## config.mk

```make
export PLATFORM = sky130hd
export DESIGN_NAME = double_exponential_smoother_core_flat
export DESIGN_NICKNAME = d
export VERILOG_FILES = /design/src/rtl/des_pkg.sv /design/src/rtl/des_in_if.sv /design/src/rtl/des_out_if.sv /design/src/rtl/des_datapath.sv /design/src/rtl/des_ctrl.sv /design/src/rtl/double_exponential_smoother_core.sv /design/src/flat_wrapper.sv
export SDC_FILE = /design/constraint.sdc
export NUM_CORES = 2
export LEC_CHECK = 0
export BUFFER_PORTS_ARGS = -buffer_cell sky130_fd_sc_hd__clkbuf_2
export CORE_AREA = 4 4 339 341
export DETAILED_ROUTE_END_ITERATION = 10
export DIE_AREA = 0 0 343 345
export HOLD_SLACK_MARGIN = 0.05
export PLACE_DENSITY = 0.66
export SYNTH_ARGS = -nofsm -noshare
export SYNTH_HDL_FRONTEND = slang
export SYNTH_SLANG_ARGS = --single-unit
```

## constraint.sdc

```tcl
create_clock -name clk_i -period 31.6 [get_ports clk_i]
set_input_delay 3.16 -clock clk_i [delete_from_list [all_inputs] [get_ports clk_i]]
set_output_delay 3.16 -clock clk_i [all_outputs]
set_load 0.01 [all_outputs]
```

## src/rtl/des_pkg.sv

```systemverilog
// Shared types and constants of the double exponential smoother.
// Holds the item structs, the datapath command struct and the register map.
// No dependencies.
`default_nettype none

package des_pkg;

  localparam int unsigned DEF_CHANNELS = 3;
  localparam int unsigned MAX_CHANNELS = 3;
  localparam int unsigned CH_IDX_W     = 2;
  localparam int unsigned SAMPLE_W     = 32;
  localparam int unsigned GAIN_W       = 17;
  localparam int unsigned CFG_IDX_W    = 2;
  localparam int unsigned CFG_DATA_W   = 17;

  localparam logic [CFG_IDX_W-1:0] CFG_ALPHA = 2'd0;
  localparam logic [CFG_IDX_W-1:0] CFG_GAMMA = 2'd1;

  localparam logic [GAIN_W-1:0] GAIN_ONE   = 17'd65536;
  localparam logic [GAIN_W-1:0] GAIN_RESET = 17'd32768;

  typedef struct packed {
    logic signed [SAMPLE_W-1:0] sample_x;
    logic signed [SAMPLE_W-1:0] sample_y;
    logic signed [SAMPLE_W-1:0] sample_z;
  } in_item_t;

  typedef struct packed {
    logic signed [SAMPLE_W-1:0] smoothed_x;
    logic signed [SAMPLE_W-1:0] smoothed_y;
    logic signed [SAMPLE_W-1:0] smoothed_z;
  } out_item_t;

  typedef enum logic [2:0] {
    OP_NONE,
    OP_MUL_S,
    OP_ACC_S,
    OP_MUL_B,
    OP_ACC_B
  } op_e;

  typedef struct packed {
    logic                load_in;
    logic                prime;
    op_e                 op;
    logic [CH_IDX_W-1:0] ch;
    logic                load_out;
  } dp_cmd_t;

endpackage

`default_nettype wire

```

## src/rtl/des_in_if.sv

```systemverilog
// Input channel of the smoother: valid, ready and one sample item.
// Depends on des_pkg.
`default_nettype none

interface des_in_if;
  logic              valid;
  logic              ready;
  des_pkg::in_item_t data;

  modport source (output valid, output data, input ready);
  modport sink (input valid, input data, output ready);
endinterface

`default_nettype wire

```

## src/rtl/des_out_if.sv

```systemverilog
// Output channel of the smoother: valid, ready and one smoothed item.
// Depends on des_pkg.
`default_nettype none

interface des_out_if;
  logic               valid;
  logic               ready;
  des_pkg::out_item_t data;

  modport source (output valid, output data, input ready);
  modport sink (input valid, input data, output ready);
endinterface

`default_nettype wire

```

## src/rtl/des_datapath.sv

```systemverilog
// Datapath of the smoother: sample, level and trend registers, gain registers,
// one shared multiplier and the round-and-saturate accumulator. Depends on des_pkg.
`default_nettype none

module des_datapath #(
  parameter int unsigned CHANNELS = des_pkg::DEF_CHANNELS
) (
  input  wire logic                               clk_i,
  input  wire logic                               rst_ni,
  input  wire des_pkg::dp_cmd_t                   cmd_i,
  input  wire des_pkg::in_item_t                  in_data_i,
  output des_pkg::out_item_t                      out_data_o,
  input  wire logic                               cfg_we_i,
  input  wire logic [des_pkg::CFG_IDX_W-1:0]      cfg_idx_i,
  input  wire logic [des_pkg::CFG_DATA_W-1:0]     cfg_wdata_i
);
  import des_pkg::*;

  localparam int unsigned CH_W   = (CHANNELS > 1) ? $clog2(CHANNELS) : 1;
  localparam int unsigned DIFF_W = SAMPLE_W + 2;
  localparam int unsigned ACC_W  = DIFF_W + GAIN_W + 1;

  logic [GAIN_W-1:0]          alpha_q;
  logic [GAIN_W-1:0]          gamma_q;
  logic signed [SAMPLE_W-1:0] smp_q   [CHANNELS];
  logic signed [SAMPLE_W-1:0] level_q [CHANNELS];
  logic signed [SAMPLE_W-1:0] trend_q [CHANNELS];
  logic signed [SAMPLE_W-1:0] s_q     [CHANNELS];
  logic signed [ACC_W-1:0]    prod_q;
  out_item_t                  out_q;

  logic signed [SAMPLE_W-1:0] smp_in  [MAX_CHANNELS];
  logic signed [SAMPLE_W-1:0] res_all [MAX_CHANNELS];

  logic [CH_W-1:0]            ch;
  logic signed [SAMPLE_W-1:0] x_cur;
  logic signed [SAMPLE_W-1:0] lv_cur;
  logic signed [SAMPLE_W-1:0] tr_cur;
  logic signed [SAMPLE_W-1:0] s_cur;
  logic signed [DIFF_W-1:0]   lt_sum;
  logic signed [DIFF_W-1:0]   diff;
  logic signed [DIFF_W-1:0]   base;
  logic [GAIN_W-1:0]          gain_raw;
  logic signed [GAIN_W:0]     gain_s;
  logic signed [ACC_W-1:0]    mul_res;
  logic signed [ACC_W-1:0]    acc;
  logic signed [SAMPLE_W-1:0] sat_res;

  function automatic logic signed [DIFF_W-1:0] sext(input logic signed [SAMPLE_W-1:0] v);
    sext = {{(DIFF_W - SAMPLE_W){v[SAMPLE_W-1]}}, v};
  endfunction

  // A gain register above one acts as exactly one.
  function automatic logic [GAIN_W-1:0] clamp_gain(input logic [GAIN_W-1:0] g);
    clamp_gain = g[GAIN_W-1] ? GAIN_ONE : g;
  endfunction

  assign smp_in[0] = in_data_i.sample_x;
  assign smp_in[1] = in_data_i.sample_y;
  assign smp_in[2] = in_data_i.sample_z;

  for (genvar i = 0; i < MAX_CHANNELS; i++) begin : g_res
    if (i < CHANNELS) begin : g_used
      assign res_all[i] = s_q[i];
    end else begin : g_unused
      assign res_all[i] = '0;
    end
  end

  assign ch     = cmd_i.ch[CH_W-1:0];
  assign x_cur  = smp_q[ch];
  assign lv_cur = level_q[ch];
  assign tr_cur = trend_q[ch];
  assign s_cur  = s_q[ch];
  assign lt_sum = sext(lv_cur) + sext(tr_cur);

  // Each blend g*a + (1-g)*b is formed as g*(a-b) + b*2^16.
  always_comb begin
    if (cmd_i.op == OP_MUL_B) begin
      gain_raw = clamp_gain(gamma_q);
      diff     = sext(s_cur) - sext(lv_cur) - sext(tr_cur);
    end else begin
      gain_raw = clamp_gain(alpha_q);
      diff     = sext(x_cur) - lt_sum;
    end
    base = (cmd_i.op == OP_ACC_B) ? sext(tr_cur) : lt_sum;
  end

  assign gain_s  = $signed({1'b0, gain_raw});
  assign mul_res = gain_s * diff;
  assign acc     = prod_q + ({{(ACC_W - DIFF_W){base[DIFF_W-1]}}, base} <<< 16)
                 + ACC_W'(32768);

  // The result is acc shifted right by 16 with floor, then clipped to 32 bits.
  always_comb begin
    if (&acc[ACC_W-1:SAMPLE_W+15] || ~|acc[ACC_W-1:SAMPLE_W+15]) begin
      sat_res = acc[SAMPLE_W+15:16];
    end else if (acc[ACC_W-1]) begin
      sat_res = {1'b1, {(SAMPLE_W-1){1'b0}}};
    end else begin
      sat_res = {1'b0, {(SAMPLE_W-1){1'b1}}};
    end
  end

  always_ff @(posedge clk_i or negedge rst_ni) begin
    if (!rst_ni) begin
      alpha_q <= GAIN_RESET;
      gamma_q <= GAIN_RESET;
    end else if (cfg_we_i) begin
      unique case (cfg_idx_i)
        CFG_ALPHA: alpha_q <= cfg_wdata_i;
        CFG_GAMMA: gamma_q <= cfg_wdata_i;
        default: ;
      endcase
    end
  end

  always_ff @(posedge clk_i) begin
    for (int i = 0; i < CHANNELS; i++) begin
      if (cmd_i.load_in) begin
        smp_q[i] <= smp_in[i];
      end
      if (cmd_i.prime) begin
        level_q[i] <= smp_q[i];
        trend_q[i] <= smp_q[i];
        s_q[i]     <= smp_q[i];
      end
    end
    case (cmd_i.op) inside
      OP_MUL_S, OP_MUL_B: prod_q <= mul_res;
      OP_ACC_S: s_q[ch] <= sat_res;
      OP_ACC_B: begin
        trend_q[ch] <= sat_res;
        level_q[ch] <= s_cur;
      end
      default: ;
    endcase
    if (cmd_i.load_out) begin
      out_q.smoothed_x <= res_all[0];
      out_q.smoothed_y <= res_all[1];
      out_q.smoothed_z <= res_all[2];
    end
  end

  assign out_data_o = out_q;

endmodule

`default_nettype wire

```

## src/rtl/des_ctrl.sv

```systemverilog
// Controller of the smoother: sequences priming and the four steps per channel,
// and owns the input and output handshakes. Depends on des_pkg.
`default_nettype none

module des_ctrl #(
  parameter int unsigned CHANNELS = des_pkg::DEF_CHANNELS
) (
  input  wire logic       clk_i,
  input  wire logic       rst_ni,
  input  wire logic       in_valid_i,
  output logic            in_ready_o,
  output logic            out_valid_o,
  input  wire logic       out_ready_i,
  output des_pkg::dp_cmd_t cmd_o
);
  import des_pkg::*;

  localparam int unsigned CH_W = (CHANNELS > 1) ? $clog2(CHANNELS) : 1;
  localparam logic [CH_W-1:0] LAST_CH = CH_W'(CHANNELS - 1);

  typedef enum logic [2:0] {
    ST_IDLE,
    ST_PRIME,
    ST_MUL_S,
    ST_ACC_S,
    ST_MUL_B,
    ST_ACC_B,
    ST_DONE
  } state_e;

  state_e          state_q;
  logic [CH_W-1:0] ch_q;
  logic            primed_q;
  logic            out_valid_q;
  logic            in_xfer;
  logic            load_out;

  assign in_ready_o = (state_q == ST_IDLE);
  assign in_xfer    = in_valid_i && in_ready_o;
  assign load_out   = (state_q == ST_DONE) && (!out_valid_q || out_ready_i);
  assign out_valid_o = out_valid_q;

  always_comb begin
    cmd_o.load_in  = in_xfer;
    cmd_o.prime    = (state_q == ST_PRIME);
    cmd_o.ch       = CH_IDX_W'(ch_q);
    cmd_o.load_out = load_out;
    unique case (state_q)
      ST_MUL_S: cmd_o.op = OP_MUL_S;
      ST_ACC_S: cmd_o.op = OP_ACC_S;
      ST_MUL_B: cmd_o.op = OP_MUL_B;
      ST_ACC_B: cmd_o.op = OP_ACC_B;
      default:  cmd_o.op = OP_NONE;
    endcase
  end

  always_ff @(posedge clk_i or negedge rst_ni) begin
    if (!rst_ni) begin
      state_q     <= ST_IDLE;
      ch_q        <= '0;
      primed_q    <= 1'b0;
      out_valid_q <= 1'b0;
    end else begin
      if (load_out) begin
        out_valid_q <= 1'b1;
      end else if (out_ready_i) begin
        out_valid_q <= 1'b0;
      end
      unique case (state_q)
        ST_IDLE: begin
          ch_q <= '0;
          if (in_xfer) begin
            state_q <= primed_q ? ST_MUL_S : ST_PRIME;
          end
        end
        ST_PRIME: begin
          primed_q <= 1'b1;
          state_q  <= ST_DONE;
        end
        ST_MUL_S: state_q <= ST_ACC_S;
        ST_ACC_S: state_q <= ST_MUL_B;
        ST_MUL_B: state_q <= ST_ACC_B;
        ST_ACC_B: begin
          if (ch_q == LAST_CH) begin
            state_q <= ST_DONE;
          end else begin
            ch_q    <= ch_q + CH_W'(1);
            state_q <= ST_MUL_S;
          end
        end
        ST_DONE: begin
          if (load_out) begin
            state_q <= ST_IDLE;
          end
        end
        default: state_q <= ST_IDLE;
      endcase
    end
  end

  a_ch_in_range: assert property (@(posedge clk_i) disable iff (!rst_ni)
    ch_q <= LAST_CH)
    else $error("channel counter beyond the last channel");

  a_ch_advance: assert property (@(posedge clk_i) disable iff (!rst_ni)
    (state_q == ST_ACC_B && ch_q != LAST_CH)
      |=> (state_q == ST_MUL_S && ch_q == CH_W'($past(ch_q) + 1'b1)))
    else $error("channel sequence skipped or repeated a channel");

  a_prime_once: assert property (@(posedge clk_i) disable iff (!rst_ni)
    (state_q == ST_PRIME) |=> (primed_q && state_q == ST_DONE))
    else $error("priming did not complete");

  a_primed_path: assert property (@(posedge clk_i) disable iff (!rst_ni)
    (in_xfer && primed_q) |=> (state_q == ST_MUL_S && ch_q == '0))
    else $error("primed item did not start at the first channel");

  a_result_source: assert property (@(posedge clk_i) disable iff (!rst_ni)
    $rose(out_valid_q) |-> ($past(state_q) == ST_DONE))
    else $error("result presented without a finished item");

endmodule

`default_nettype wire

```

## src/rtl/double_exponential_smoother_core.sv

```systemverilog
// Top level of the double exponential smoother: controller, datapath and ports.
// Depends on des_pkg, des_in_if, des_out_if, des_ctrl and des_datapath.
//
// Holt double exponential smoother for up to three signed Q16.16 channels, with
// level gain alpha (register 0) and trend gain gamma (register 1), both unsigned
// Q1.16 where 65536 is one; larger values act as one. The first item after reset
// is passed through and loads level and trend with the sample in the priming
// state; its result register is loaded in the done state. Every later item runs
// through multiply and accumulate for the smoothed value, then for the trend, per
// channel in turn, then reaches the result register in the done state. This is
// set by the single shared 18x34 multiplier, used twice per channel, each product
// followed by one round-and-saturate step. Items are taken only in idle.
// A finished result waits in the output register while the next item is taken and
// worked on; a result still waiting when the next one is done adds its stall.
// Results saturate to the signed 32-bit range; unused channels read 0.
// Write the gain registers only while the block is idle.
`default_nettype none

module double_exponential_smoother_core #(
  parameter int unsigned CHANNELS = des_pkg::DEF_CHANNELS
) (
  input  wire logic                           clk_i,
  input  wire logic                           rst_ni,
  des_in_if.sink                              in_i,
  des_out_if.source                           out_o,
  input  wire logic                           cfg_we_i,
  input  wire logic [des_pkg::CFG_IDX_W-1:0]  cfg_idx_i,
  input  wire logic [des_pkg::CFG_DATA_W-1:0] cfg_wdata_i
);
  import des_pkg::*;

  dp_cmd_t cmd;

  des_ctrl #(
    .CHANNELS (CHANNELS)
  ) u_ctrl (
    .clk_i       (clk_i),
    .rst_ni      (rst_ni),
    .in_valid_i  (in_i.valid),
    .in_ready_o  (in_i.ready),
    .out_valid_o (out_o.valid),
    .out_ready_i (out_o.ready),
    .cmd_o       (cmd)
  );

  des_datapath #(
    .CHANNELS (CHANNELS)
  ) u_datapath (
    .clk_i       (clk_i),
    .rst_ni      (rst_ni),
    .cmd_i       (cmd),
    .in_data_i   (in_i.data),
    .out_data_o  (out_o.data),
    .cfg_we_i    (cfg_we_i),
    .cfg_idx_i   (cfg_idx_i),
    .cfg_wdata_i (cfg_wdata_i)
  );

endmodule

`default_nettype wire

```

## src/flat_wrapper.sv

```systemverilog
// flat-port wrapper written by rule: the top's interface ports become plain ports
module double_exponential_smoother_core_flat import des_pkg::*;
#(
  parameter int unsigned CHANNELS = des_pkg::DEF_CHANNELS
)
  (clk_i, rst_ni, cfg_we_i, cfg_idx_i, cfg_wdata_i, in_i_valid, in_i_data, in_i_ready, out_o_valid, out_o_data, out_o_ready);
  des_in_if in_i_i ();
  des_out_if out_o_i ();
  input  wire logic clk_i;
  input  wire logic rst_ni;
  input  wire logic cfg_we_i;
  input  wire logic [des_pkg::CFG_IDX_W-1:0] cfg_idx_i;
  input  wire logic [des_pkg::CFG_DATA_W-1:0] cfg_wdata_i;
  input wire logic [$bits(in_i_i.valid)-1:0] in_i_valid;
  input wire logic [$bits(in_i_i.data)-1:0] in_i_data;
  output wire logic [$bits(in_i_i.ready)-1:0] in_i_ready;
  output wire logic [$bits(out_o_i.valid)-1:0] out_o_valid;
  output wire logic [$bits(out_o_i.data)-1:0] out_o_data;
  input wire logic [$bits(out_o_i.ready)-1:0] out_o_ready;
  assign in_i_i.valid = in_i_valid;
  assign in_i_i.data = in_i_data;
  assign in_i_ready = in_i_i.ready;
  assign out_o_valid = out_o_i.valid;
  assign out_o_data = out_o_i.data;
  assign out_o_i.ready = out_o_ready;
  double_exponential_smoother_core #(.CHANNELS(CHANNELS)) u_core (.clk_i(clk_i), .rst_ni(rst_ni), .in_i(in_i_i), .out_o(out_o_i), .cfg_we_i(cfg_we_i), .cfg_idx_i(cfg_idx_i), .cfg_wdata_i(cfg_wdata_i));
endmodule
```

==> flow_metrics.tcl <==
set metrics [dict create \
    wl_met3_mm 18.76 \
    layout_cell_share_with_drive_strength_beyond_1_pct 11.82 \
    unrepaired_setup_endpoints_after_global_routing "false" \
    route.final.wire_length_mm 178.8 \
    report.final.setup_viol 0 \
    fp.dieH_um 345 \
    grt_antenna_before_repair 3 \
    yosys_most_used_dff "edfxtp_1" \
    clock_sink_count 654 \
    setup.reg_to_reg.worst_slack_ps 17070 \
    critPathCaptureType "flop" \
    post-cts-setup-buffers 0 \
    dr.max_layer_used "met5" \
    synth_fp_nets 6139 \
    path_class "reg -> reg" \
    total_area_of_multi_input_combinational_cells_sq_um 32550 \
    worst_pin_slew_ps 1258 \
    cts_max_path_buffers 3 \
    synth-seq-area-share_pct 34.86 \
    grt_pass1_vias 42170 \
    regArea_sq_um 19440 \
    cts_root_buf "clkbuf_16" \
    drcViolationCount 0 \
    most_frequent_cells_in_the_layout "nand2_1, inv_1, edfxtp_1, fa_1, ha_1" \
    timing.rr.start "u_core.u_ctrl.ch_q[0]" \
    mostFrequentLayoutCell "nand2_1" \
    wire_length_per_cell_after_detailed_routing_um 26.08 \
    cp_data_required_time_ps 32000 \
    synth.distinct_cells 87 \
    fin_hold_viols 0 \
    postSynthCellCount 5153 \
    io-pin-count 218 \
    residual_overflow_from_global_routing 0 \
    detail_route.wirelength.met1_mm 71.73 \
    first_iteration_detailed_routing_drc_count 4713 \
    fillCellCount 9720 \
    maxSlewViolCount 0 \
    synth_async_sr_flop_share_pct 6.269 \
    r2r_end "u_core.u_datapath.prod_q[46]" \
    critical-path-top-cell-by-count "fa_1" \
    cts.hold.buffers_added 0 \
    worstPathArrival_ps 14920 \
    grt_start_max_net_pins 73 \
    worstHoldPathCells 0 \
    hp-start "u_core.u_datapath.s_q[1][14]" \
    via_to_cell_ratio 6.128 \
    drt.antenna.violating_nets 0 \
    final_nets 6290 \
    setup_tns_ps 0 \
    fin_skew_ps 45.62 \
    growth_of_design_area_from_synthesis_to_finish_pct 9.251 \
    core_region_area_sq_um 111900 \
    port_buf_inserts 217 \
    yosys_warnings 0 \
    synth_area_per_cell_sq_um 10.82 \
    timing.critical_path.from_type "flop" \
    fin_crit_sh_pct 45.97 \
    run_status "finished, final reports clean" \
    gr-usage-all-layers_pct 30.27 \
    clock_tree.htree_level_count 3 \
    gp_congestion 1.008 \
    synth.ff_latch_count 654 \
    netlist_area_sq_um 55750 \
    critical_path.slowest_cell "dfrtp_4" \
    worstSkewPairLatency_ps 680 \
    row_count 123 \
    floorplan.initialDensity_pct 49.83 \
    worst_hold_path_type "reg -> reg" \
    overall_via_count_from_detail_route 42020 \
    achievable-frequency_mhz 68.84 \
    grt_pass1_wl_mm 269.8 \
    finalWorstPathRequiredPeriod_ps 14530 \
    max_cap_viol_count 0 \
    synth_enable_flop_cells 613 \
    dr_wl_met2_mm 81.12 \
    first_pass_iters 6 \
    critPathMaxStageDelay_ps 780 \
    dp.final_hpwl_mm 134.7 \
    critPathMaxFanout 40 \
    worst_hold_path.endpoint "out_o_data[46]" \
    r2r_cells 43 \
    floorplan.die_area_sq_um 118300 \
    numCtsBuffers 73 \
    cts.repair.resized 0 \
    clkTransAtPathRegs_ps 60 \
    fp.dieW_um 343 \
    cts_tree "done" \
    max-slew-margin-rel_pct 15.87 \
]
## worst max-delay path: cells and delay by family, from the launching register on
kind | cells | cell delay, ps
multiplexers | 1 | 630
AO/OA/AOI/OAI | 16 | 4130
adder cells (fa/ha/maj) | 9 | 4020
XOR/XNOR | 3 | 1180
buffers and inverters | 8 | 2450
AND/OR/NAND/NOR | 6 | 920
flip-flops | 1 | 780
## cell usage after synthesis, drive strengths merged, types with 60 or more instances
master | number | area share (%)
a21o | 97 | 1.3
nor2b | 64 | 0.72
o21ai | 189 | 1.7
edfxtp | 613 | 33
and2 | 60 | 0.67
mux4 | 96 | 3.9
fa | 579 | 21
nor2 | 236 | 1.6
inv | 756 | 5.1
o221a | 183 | 3.7
a21oi | 176 | 1.6
xnor2 | 101 | 1.6
nand2 | 805 | 5.4
clkbuf | 187 | 1.3
xor2 | 68 | 1.1
ha | 287 | 6.4
## logic make-up (layout without fill, tap and decap cells)
logic type | count (synthesis) | after routing | share of synthesized area, %
XOR/XNOR | 169 | 169 | 2.668
buffers and inverters | 1002 | 1204 | 7.000
other | 0 | 2 | 0
multiplexers | 176 | 176 | 5.404
flip-flops | 654 | 654 | 34.86
adder cells (fa/ha/maj) | 866 | 866 | 27.23
AO/OA/AOI/OAI | 924 | 924 | 12.31
AND/OR/NAND/NOR | 1362 | 1362 | 10.52
## per-layer routing
metal	vias to the layer above	GRT usage, %
li1	17920	-
met2	2587	47.06
met5	-	0
met3	385	6.118
met1	21120	42.52
met4	4	10.64
## state kept, by name, indices dropped and copies added, names as in the netlist, 17 cells and up
register	count
u_core.u_datapath.gamma_q	17
u_core.u_datapath.smp_q	96
out_o_data	96
u_core.u_datapath.s_q	128
u_core.u_datapath.alpha_q	17
u_core.u_datapath.level_q	128
u_core.u_datapath.trend_q	128
u_core.u_datapath.prod_q	37
## worst max-delay path by stage
stage | start | end
2_1_floorplan | u_core.u_ctrl.ch_q[0] | u_core.u_datapath.prod_q[45]
3_3_place_gp | u_core.u_ctrl.ch_q[0] | u_core.u_datapath.prod_q[46]
3_5_place_dp | u_core.u_ctrl.ch_q[0] | u_core.u_datapath.prod_q[46]
4_1_cts | u_core.u_ctrl.ch_q[0] | u_core.u_datapath.prod_q[46]
5_1_grt | u_core.u_ctrl.ch_q[0] | u_core.u_datapath.prod_q[50]
6_report | u_core.u_ctrl.ch_q[0] | u_core.u_datapath.prod_q[46]
## stage by stage
step	util [%]	std cells	area, sq um	setup WS, ps	hold slack (ps)
2_1_floorplan	-	5153	55750	19640	420.7
3_3_place_gp	52.36	6729	58580	17450	424.4
3_5_place_dp	52.36	6729	58580	17220	429.3
4_1_cts	54.43	6855	60900	17150	442.8
5_1_grt	54.43	6855	60900	16140	447.6
6_report	54.44	6857	60910	17070	440.8
## cell type report
type | instances | area share [%]
clock buffers | 82 | 3.055
diodes | 2 | 0.008217
repair buffers | 321 | 3.065
inverters | 757 | 4.665
flip-flops and latches | 654 | 31.92
multi-input cells | 3497 | 53.44
clock inverters | 44 | 0.7642
well taps | 1500 | 3.081
Power is left out: the tool's default activity adds up to more than one toggle a clock period on the data nets, which glitch-free logic cannot reach.
